[config.mk]
export PLATFORM = sky130hd
export DESIGN_NAME = glob_wildcard_matcher
export DESIGN_NICKNAME = d
export VERILOG_FILES = /design/src/hdl/gwm_pkg.sv /design/src/hdl/gwm_cell.sv /design/src/hdl/glob_wildcard_matcher.sv
export SDC_FILE = /design/constraint.sdc
export NUM_CORES = 2
export LEC_CHECK = 0
export ABC_AREA = 1
export ABC_CLOCK_PERIOD_IN_PS = 11300
export BUFFER_PORTS_ARGS = -buffer_cell sky130_fd_sc_hd__buf_2
export CAP_MARGIN = 10
export CORE_AREA = 3 3 279 281
export DETAILED_ROUTE_END_ITERATION = 16
export DIE_AREA = 0 0 282 284
export PLACE_DENSITY_LB_ADDON = 0.2
export SLEW_MARGIN = 10
export SYNTH_ARGS = -nofsm -noshare
export SYNTH_HDL_FRONTEND = slang
export SYNTH_SLANG_ARGS = --single-unit
[constraint.sdc]
create_clock -name clk -period 11.3 [get_ports clk]
set_clock_uncertainty 0.1 [all_clocks]
set_input_delay 2.26 -clock clk [delete_from_list [all_inputs] [get_ports clk]]
set_output_delay 2.26 -clock clk [all_outputs]
set_load 0.02 [all_outputs]
[src/hdl/gwm_pkg.sv]
`default_nettype none

package gwm_pkg;

  // Request codes carried in req_type.
  localparam logic [1:0] REQ_CLEAR  = 2'd0;
  localparam logic [1:0] REQ_APPEND = 2'd1;
  localparam logic [1:0] REQ_NAME   = 2'd2;
  localparam logic [1:0] REQ_END    = 2'd3;

  // Wildcard bytes.
  localparam logic [7:0] STAR_BYTE = 8'h2A;
  localparam logic [7:0] ANY_BYTE  = 8'h3F;

  typedef struct packed {
    logic [1:0] req_type;
    logic [7:0] char_value;
  } req_t;

  typedef struct packed {
    logic matched;
    logic pattern_overflow;
  } rsp_t;

  // Broadcast control from the top level to every cell.
  typedef struct packed {
    logic       en;       // a transaction is accepted this cycle
    logic       restart;  // clear, append or end of name
    logic       clear;
    logic       append;
    logic [7:0] ch;
  } cell_ctrl_t;

  // What one cell hands to its right neighbor.
  typedef struct packed {
    logic head;     // set only into the first cell
    logic filled;   // this position holds a pattern byte
    logic closure;  // next activity reaches the right neighbor over a star
    logic advance;  // a byte consumed here moves activity to the right neighbor
  } cell_link_t;

endpackage

`default_nettype wire

[src/hdl/gwm_cell.sv]
`default_nettype none

// One pattern position: its byte, whether it is filled, and its activity bit.
module gwm_cell (
  input  wire                      clk,
  input  wire                      rst,
  input  wire gwm_pkg::cell_ctrl_t ctrl,
  input  wire gwm_pkg::cell_link_t left,
  output gwm_pkg::cell_link_t      right,
  output logic                     hit
);

  logic [7:0] pat_byte;
  logic       filled;
  logic       active;

  logic       is_star;
  logic       byte_match;
  logic       wr_en;
  logic       filled_next;
  logic [7:0] byte_next;
  logic       star_next;
  logic       active_next;
  logic       seed;

  always_comb begin
    is_star     = filled && (pat_byte == gwm_pkg::STAR_BYTE);
    byte_match  = filled && !is_star &&
                  ((pat_byte == gwm_pkg::ANY_BYTE) || (pat_byte == ctrl.ch));
    wr_en       = ctrl.append && !filled && left.filled;
    filled_next = ctrl.clear ? 1'b0 : (filled || wr_en);
    byte_next   = wr_en ? ctrl.ch : pat_byte;
    star_next   = filled_next && (byte_next == gwm_pkg::STAR_BYTE);
    // A star keeps its own activity; other bytes pass activity to the right.
    seed        = ctrl.restart ? left.head : ((active && is_star) || left.advance);
    active_next = seed || left.closure;
  end

  assign right.head    = 1'b0;
  assign right.filled  = filled;
  assign right.closure = active_next && star_next;
  assign right.advance = active && byte_match;

  // Active at the first empty position means the whole pattern was consumed.
  assign hit = active && left.filled && !filled;

  always_ff @(posedge clk) begin
    if (rst) begin
      filled <= 1'b0;
      active <= left.head;
    end else if (ctrl.en) begin
      filled <= filled_next;
      active <= active_next;
    end
  end

  always_ff @(posedge clk) begin
    if (wr_en) begin
      pat_byte <= ctrl.ch;
    end
  end

endmodule

`default_nettype wire

[src/hdl/glob_wildcard_matcher.sv]
// Glob wildcard matcher: '*' matches any run of bytes, '?' any single byte.
// Request channel (req_valid, req_stall, req_data): each transaction clears
// the pattern, appends one pattern byte, gives one name byte, or ends the
// name. Response channel (rsp_valid, rsp_stall, rsp_data): one transaction
// per end of name, carrying the verdict and the overflow flag.
// A request is taken in the cycle it is offered unless req_stall is high;
// the sustained rate is one request per clock while req_stall stays low.
// The pattern lives in a row of MAX_PATTERN cells; the automaton update,
// including the ripple of activity across runs of stars, is combinational.
// An end-of-name response is registered on its way to rsp_valid.
// Two response registers sit on the output; the request side stalls only
// when both hold results the receiver has not taken, so one waiting result
// never stops pattern and name traffic. A stalled response holds steady.
// Reset (synchronous, active high) empties the pattern, clears the overflow
// flag, restarts the automaton and drops any pending responses. A pattern
// byte past MAX_PATTERN is dropped and sets the overflow flag; verdicts are
// then false until the next clear.
`default_nettype none

module glob_wildcard_matcher #(
  parameter int MAX_PATTERN = 64
) (
  input  wire                 clk,
  input  wire                 rst,
  input  wire                 req_valid,
  output logic                req_stall,
  input  wire gwm_pkg::req_t  req_data,
  output logic                rsp_valid,
  input  wire                 rsp_stall,
  output gwm_pkg::rsp_t       rsp_data
);

  logic                 req_take;
  gwm_pkg::cell_ctrl_t  ctrl;
  gwm_pkg::cell_link_t  link [MAX_PATTERN+1];
  logic [MAX_PATTERN-1:0] hits;

  // Activity of the position past the last cell.
  logic                 end_active;
  logic                 end_active_next;
  logic                 overflow;

  logic                 verdict_hit;
  logic                 new_valid;
  gwm_pkg::rsp_t        new_rsp;

  logic                 skid_valid;
  gwm_pkg::rsp_t        skid_rsp;
  logic                 rsp_take;

  assign req_stall = skid_valid;
  assign req_take  = req_valid && !req_stall;

  always_comb begin
    ctrl.en      = req_take;
    ctrl.restart = req_take && (req_data.req_type != gwm_pkg::REQ_NAME);
    ctrl.clear   = req_take && (req_data.req_type == gwm_pkg::REQ_CLEAR);
    ctrl.append  = req_take && (req_data.req_type == gwm_pkg::REQ_APPEND);
    ctrl.ch      = req_data.char_value;
  end

  // The first cell sees a filled, seeded neighbor with no activity to hand on.
  assign link[0] = '{head: 1'b1, filled: 1'b1, closure: 1'b0, advance: 1'b0};

  genvar g;
  generate
    for (g = 0; g < MAX_PATTERN; g++) begin : g_cell
      gwm_cell u_cell (
        .clk   (clk),
        .rst   (rst),
        .ctrl  (ctrl),
        .left  (link[g]),
        .right (link[g+1]),
        .hit   (hits[g])
      );
    end
  endgenerate

  // The last position has no byte of its own; it is reached only from the
  // last cell, either by a consumed byte or across a trailing star.
  always_comb begin
    end_active_next = (ctrl.restart ? 1'b0 : link[MAX_PATTERN].advance) ||
                      link[MAX_PATTERN].closure;
  end

  always_ff @(posedge clk) begin
    if (rst) begin
      end_active <= 1'b0;
      overflow   <= 1'b0;
    end else begin
      if (req_take) begin
        end_active <= end_active_next;
      end
      if (ctrl.clear) begin
        overflow <= 1'b0;
      end else if (ctrl.append && link[MAX_PATTERN].filled) begin
        overflow <= 1'b1;
      end
    end
  end

  // The verdict reads the state before this request's restart.
  always_comb begin
    verdict_hit              = (|hits) || (end_active && link[MAX_PATTERN].filled);
    new_valid                = req_take && (req_data.req_type == gwm_pkg::REQ_END);
    new_rsp.matched          = verdict_hit && !overflow;
    new_rsp.pattern_overflow = overflow;
  end

  // Output register plus one skid entry.
  assign rsp_take = rsp_valid && !rsp_stall;

  always_ff @(posedge clk) begin
    if (rst) begin
      rsp_valid  <= 1'b0;
      skid_valid <= 1'b0;
    end else if (!rsp_valid || rsp_take) begin
      rsp_valid  <= skid_valid || new_valid;
      skid_valid <= 1'b0;
    end else if (new_valid) begin
      skid_valid <= 1'b1;
    end
  end

  always_ff @(posedge clk) begin
    if (!rsp_valid || rsp_take) begin
      rsp_data <= skid_valid ? skid_rsp : new_rsp;
    end else if (new_valid) begin
      skid_rsp <= new_rsp;
    end
  end

endmodule

`default_nettype wire
Yosys cells after proc, flatten, opt, wreduce, memory -nomap -nowiden
Index checks and enable logic that the tools add are counted.

Flip-flop bits (word level): 648. Input bits: 14. Output and inout bits: 4. Logic and storage cells: 1760.

Eq/ne operators: 259. Mux-type cells: 194. Bitwise gates (word level): 1. Reduce and logical (&&, ||, !) cells: 1106.

Operator list (count): $eq A8 B6 Y1 const B (192); $logic_and A1 B1 Y1 (711); $eq A8 B8 Y1 (64); $mux W8 (64); $logic_or A1 B1 Y1 (258); $logic_not A1 Y1 (132); $mux W1 (129); $reduce_or A64 Y1 (1); $reduce_or A2 Y1 (2); $eq A2 B1 Y1 const B (1); $eq A2 B2 Y1 const B (1); $logic_not A2 Y1 (1); $mux W2 (1); $ne A2 B2 Y1 const B (1); $reduce_and A2 Y1 (1); $not A1 Y1 (1).

Depth between registers and ports, before layout
Depth after elaboration: 135. Mapped depth: 138. Gate-level depth less buffers: 137.

Modules after synthesis
From an unflattened synthesis, not the netlist that was laid out.

Cell total of the unflattened synthesis: 7782. Area, all modules: 45834.0 µm².

By module, submodules not included: gwm_cell (instances 64, cells an instance 120, area an instance 706.9 µm², sequential area each 210.2 µm²); glob_wildcard_matcher (instances 1, cells an instance 102, area an instance 590.6 µm², sequential area each 200.2 µm²).

Worst setup path before layout
No wires, ideal clock.

Kind: input to register. Start: in req_data[4] (netlist bit). End: reg end_active. Arrival time: 10086 ps. Path slack: 1044 ps. Stages: 126. Cell sequence: clkbuf_1 clkbuf_1 xor2_1 o41ai_1 nand4_1 o31ai_1 nand2_1 nand2_1 nand2_1 nand2_1 nand2_1 nand2_1 nand2_1 nand2_1 nand2_1 nand2_1 nand2_1 nand2_1 [90 not listed] nand2_1 nand2_1 nand2_1 nand2_1 nand2_1 nand2_1 nand2_1 nand2_1 nand2_1 nand2_1 nand2_1 nand2_1 nand2_1 nand2_1 nand2_1 nand2_1 nand3_1 a21oi_1.

Longest elaborated chain between the ends: 133.

Ends and longest elaborated chain: start, declared (line glob_wildcard_matcher.sv:27) `input wire gwm_pkg::req_t req_data,`; $eq A8 B8 Y1 (line gwm_cell.sv:29) `((pat_byte == gwm_pkg::ANY_BYTE) || (pat_byte == ctrl.ch));`; $logic_or A1 B1 Y1 (line gwm_cell.sv:29); $logic_and A1 B1 Y1 (line gwm_cell.sv:28) `byte_match = filled && !is_star &&`; $logic_and A1 B1 Y1 (line gwm_cell.sv:42) `assign right.advance = active && byte_match;`; $logic_or A1 B1 Y1 (line gwm_cell.sv:35) `seed = ctrl.restart ? left.head : ((active && is_star) || left.advance);`; $mux W1 (line gwm_cell.sv:35); $logic_or A1 B1 Y1 (line gwm_cell.sv:36) `active_next = seed || left.closure;`; $logic_and A1 B1 Y1 (line gwm_cell.sv:41) `assign right.closure = active_next && star_next;`; [117 not listed]; $logic_and A1 B1 Y1 (line gwm_cell.sv:41); $logic_or A1 B1 Y1 (line gwm_cell.sv:36); $logic_and A1 B1 Y1 (line gwm_cell.sv:41); $logic_or A1 B1 Y1 (line gwm_cell.sv:36); $logic_and A1 B1 Y1 (line gwm_cell.sv:41); $logic_or A1 B1 Y1 (line gwm_cell.sv:36); $logic_and A1 B1 Y1 (line gwm_cell.sv:41); $logic_or A1 B1 Y1 * (line glob_wildcard_matcher.sv:82) `end_active_next = (ctrl.restart ? 1'b0 : link[MAX_PATTERN].advance) ||`; end signal, assigned (line glob_wildcard_matcher.sv:92) `end_active <= end_active_next;`; end, declared (line glob_wildcard_matcher.sv:39) `logic end_active;`.

Every way passes the cells marked *; elsewhere a longest branch is shown, timed or not. A chain may end at the register's enable or synchronous reset.

Final worst setup path
Start: in req_data[9] (netlist bit). End: reg end_active.

Longest elaborated chain between the ends: 134.

Ends and longest elaborated chain: $eq A2 B1 Y1 (line glob_wildcard_matcher.sv:58) `ctrl.append = req_take && (req_data.req_type == gwm_pkg::REQ_APPEND);`; $logic_and A1 B1 Y1 (line glob_wildcard_matcher.sv:58); $logic_and A1 B1 Y1 (line gwm_cell.sv:30) `wr_en = ctrl.append && !filled && left.filled;`; $mux W8 (line gwm_cell.sv:32) `byte_next = wr_en ? ctrl.ch : pat_byte;`; via g_cell[0].u_cell.byte_next[3] (line gwm_cell.sv:21) `logic [7:0] byte_next;`; $eq A8 B6 Y1 (line gwm_cell.sv:33) `star_next = filled_next && (byte_next == gwm_pkg::STAR_BYTE);`; $logic_and A1 B1 Y1 (line gwm_cell.sv:33); $logic_and A1 B1 Y1 (line gwm_cell.sv:41); [119 not listed]; $logic_and A1 B1 Y1 (line gwm_cell.sv:41); $logic_or A1 B1 Y1 (line gwm_cell.sv:36); $logic_and A1 B1 Y1 (line gwm_cell.sv:41); $logic_or A1 B1 Y1 (line gwm_cell.sv:36); $logic_and A1 B1 Y1 (line gwm_cell.sv:41); $logic_or A1 B1 Y1 (line gwm_cell.sv:36); $logic_and A1 B1 Y1 (line gwm_cell.sv:41); $logic_or A1 B1 Y1 (line glob_wildcard_matcher.sv:82).

The timed path passes the listed nets, and every way through them passes these cells.

==> run metrics <==
worst-path maximum fanout=10; Worst R2R Start=g_cell[0].u_cell.filled; pwr dens=139 nW/um^2; RR Endpoint=end_active; Achievable Freq=85.4 MHz; cell count after placement=5958; Detail Placement HPWL=71400 um; Worst R2R Path Depth=133; RSZ-0062 raised after global routing=true; met1 wire length=49900 um; die width=282 um; die area=80100 sq um; initial DRC count=2594; Fill cells=7418; CP Class=in -> reg; Synth Register Bits=648; Die Ht=284 um; Core Box Area=75700 sq um; global-route wire length before repair=166000 um; commonest cells after routing, fill and taps aside=1180 x nand2_1, 683 x inv_1, 644 x dfxtp_1, 564 x o21ai_0, 263 x buf_4; Post-synth EDFFs=4; Post-synth ARST share=0%; outcome=complete, but fails checks; slowest stage delay, CP=160 ps; Final #Nets=5104; Clock Sink Count=648; via count=32.9k; GRT Total Usage=25.7%; reg-to-reg setup timing slack=490 ps; Seq/Total Area, Yosys=38.3%; layout cell share with drive strength beyond 1=11.2%; HP Class=reg -> reg; clock buffer depth=3; TNS Setup=-1010 ps; vias in the first global route=30.5k; H-tree level count=3; CTS tree=yes; drt total wl=105000 um; antenna-violating nets left=0; Syn Area/Cell=6.86 sq um; main area contributors after synthesis=dfxtp_1 38%, nand2_1 14%, o21ai_0 8.5%; total I/O pin count=18; MaxCap Viol Count=0; PortBufs=17; CP required=11730 ps; total power=5.51 mW; Ant. Diodes=0; Worst Hold End=req_stall; Synth Cell Area=34000 sq um; # hold bufs at CTS=0; initial antenna violation count=0; dpl ws=-1270 ps; DR pass1 iterations=8; Leak=16.6 nW; Synthesized Nets=4966; synth unique cells=50; Fin Hold WS=373 ps; CP startpoint=req_data[9]; largest net degree at the start of global routing=77; setup ws final=-412 ps; clock-pin slew on the worst setup and hold paths=60 ps; worst slew pin tran=1110 ps; VDD IR max=86.9 uV; hold-critical path depth=2; post-synth top area cell=dfxtp_1; CTS Root Cell=clkbuf_16; Tmin final=11710 ps; Post-DP Area=36500 sq um; Cells after Synth=4952; final cycle utilization of the critical path=104%; Fin. Hold Viols=0; min-delay src=rsp_valid; metal2 WL=46000 um; Relative slew margins=25.7%; total CTS buffers=75; Layout area overhead=16.4%; Max Slew Vio Count=0; Vias per Instance=5.36; Wirelength per Cell=17.2 um; # setup viols final=4; Finished Layout Cells=6126; Routed met3 length=6650 um; Main synth FF type=dfxtp_1; CP arrival=12150 ps; crit start category=input port; starting density of the core=44.9%; post-layout util=52.3%; post-synth top area share=37.9%; DR top layer=met4; drt drc=0; num rows=101; fin area=39600 sq um; final RePlAce weighted congestion=0.913; clock latency on the worst-skew pair=630 ps; Critical Path Sink Type=register; most common cell after layout, fill and taps aside=nand2_1; Crit path top cell by count=nand2_1; slowest CP cell=o21ai_4; failing checks=setup timing; total grt overflow=0; Yosys warnings=0
-- how the worst max path moves through the flow --
stage / end / slack, ps / cells past startpoint
after global routing: end_active / -1560 / 137
after detailed placement: end_active / -1270 / 136
after CTS: end_active / -410 / 137
after floorplan: end_active / 1040 / 126
final: end_active / -410 / 137
after global placement: end_active / -1280 / 136
-- cell usage after synthesis (2+ instances only) --
cell,instances
o2111ai_1,20
nor4_1,123
a22oi_1,10
o21a_1,5
inv_1,692
buf_4,2
o41ai_1,50
clkbuf_1,172
a31oi_1,2
xor2_1,74
buf_1,55
o32ai_1,33
nor4b_1,3
edfxtp_1,4
o21ai_1,9
nand2_4,2
or2_2,81
nand4_1,239
nand2_2,3
or4_1,2
a21oi_1,158
nor3_1,105
o21ai_0,575
a2111oi_0,2
a32oi_1,6
buf_2,6
nand3_1,181
nand3b_1,34
clkinv_1,6
o221ai_1,6
nand3_2,2
o22ai_1,2
o31ai_1,19
xnor2_1,210
nand2_1,1230
dfxtp_1,644
nor2_1,171
and3_1,2
-- routing by layer --
layer	global-route usage, %	vias up
met5	0	-
met4	6.89	0
met1	36.7	15100
met3	3.68	176
li1	-	16700
met2	40.3	872
-- registers in the layout, indices dropped and copies added, names as in the netlist --
name                    flops
g_cell.u_cell.filled       64
end_active                  1
rsp_valid                   1
rsp_data                    2
req_stall                   1
g_cell.u_cell.active       64
g_cell.u_cell.pat_byte    512
skid_rsp                    2
overflow                    1
-- cell families (layout without fill, tap and decap cells) --
group / Yosys count / in the layout / synth area share, %
xor gates and xnor gates: 284 / 284 / 7.32
AOI/OAI and AO/OA: 902 / 902 / 14.9
and+or+nand+nor: 2184 / 2185 / 29.1
DFF: 648 / 648 / 38.3
buffers and inverters: 934 / 1129 / 10.4
-- area by class of cell --
| type | instances | area, sq um | area share [%] |
|---|---|---|---|
| clock buffer | 119 | 2350 | 5.93 |
| clock inverter | 16 | 171 | 0.433 |
| inverter | 699 | 2650 | 6.70 |
| multi-input combinational | 3371 | 17700 | 44.8 |
| sequential | 648 | 13000 | 32.9 |
| tap | 978 | 1220 | 3.09 |
| timing repair buffer | 295 | 2440 | 6.17 |
-- power breakdown --
group,internal [mW],switching (mW)
registers,2.38,0.0831
logic,0.212,0.353
clock network,1.47,1.01
total,4.06,1.44
-- critical path, delay by kind of cell --
family,cells,cell delay [ps]
AO/OA/AOI/OAI,2,300
buffers and inverters,3,320
AND/OR/NAND/NOR,132,9170
-- timing repair --
action,in CTS,in global routing
pin swaps,17,56
cloned,0,3
setup endpoints to repair,6,14
setup buffers,16,14
resized for setup,25,79
Note: power is estimated with default switching activity, not from simulation.
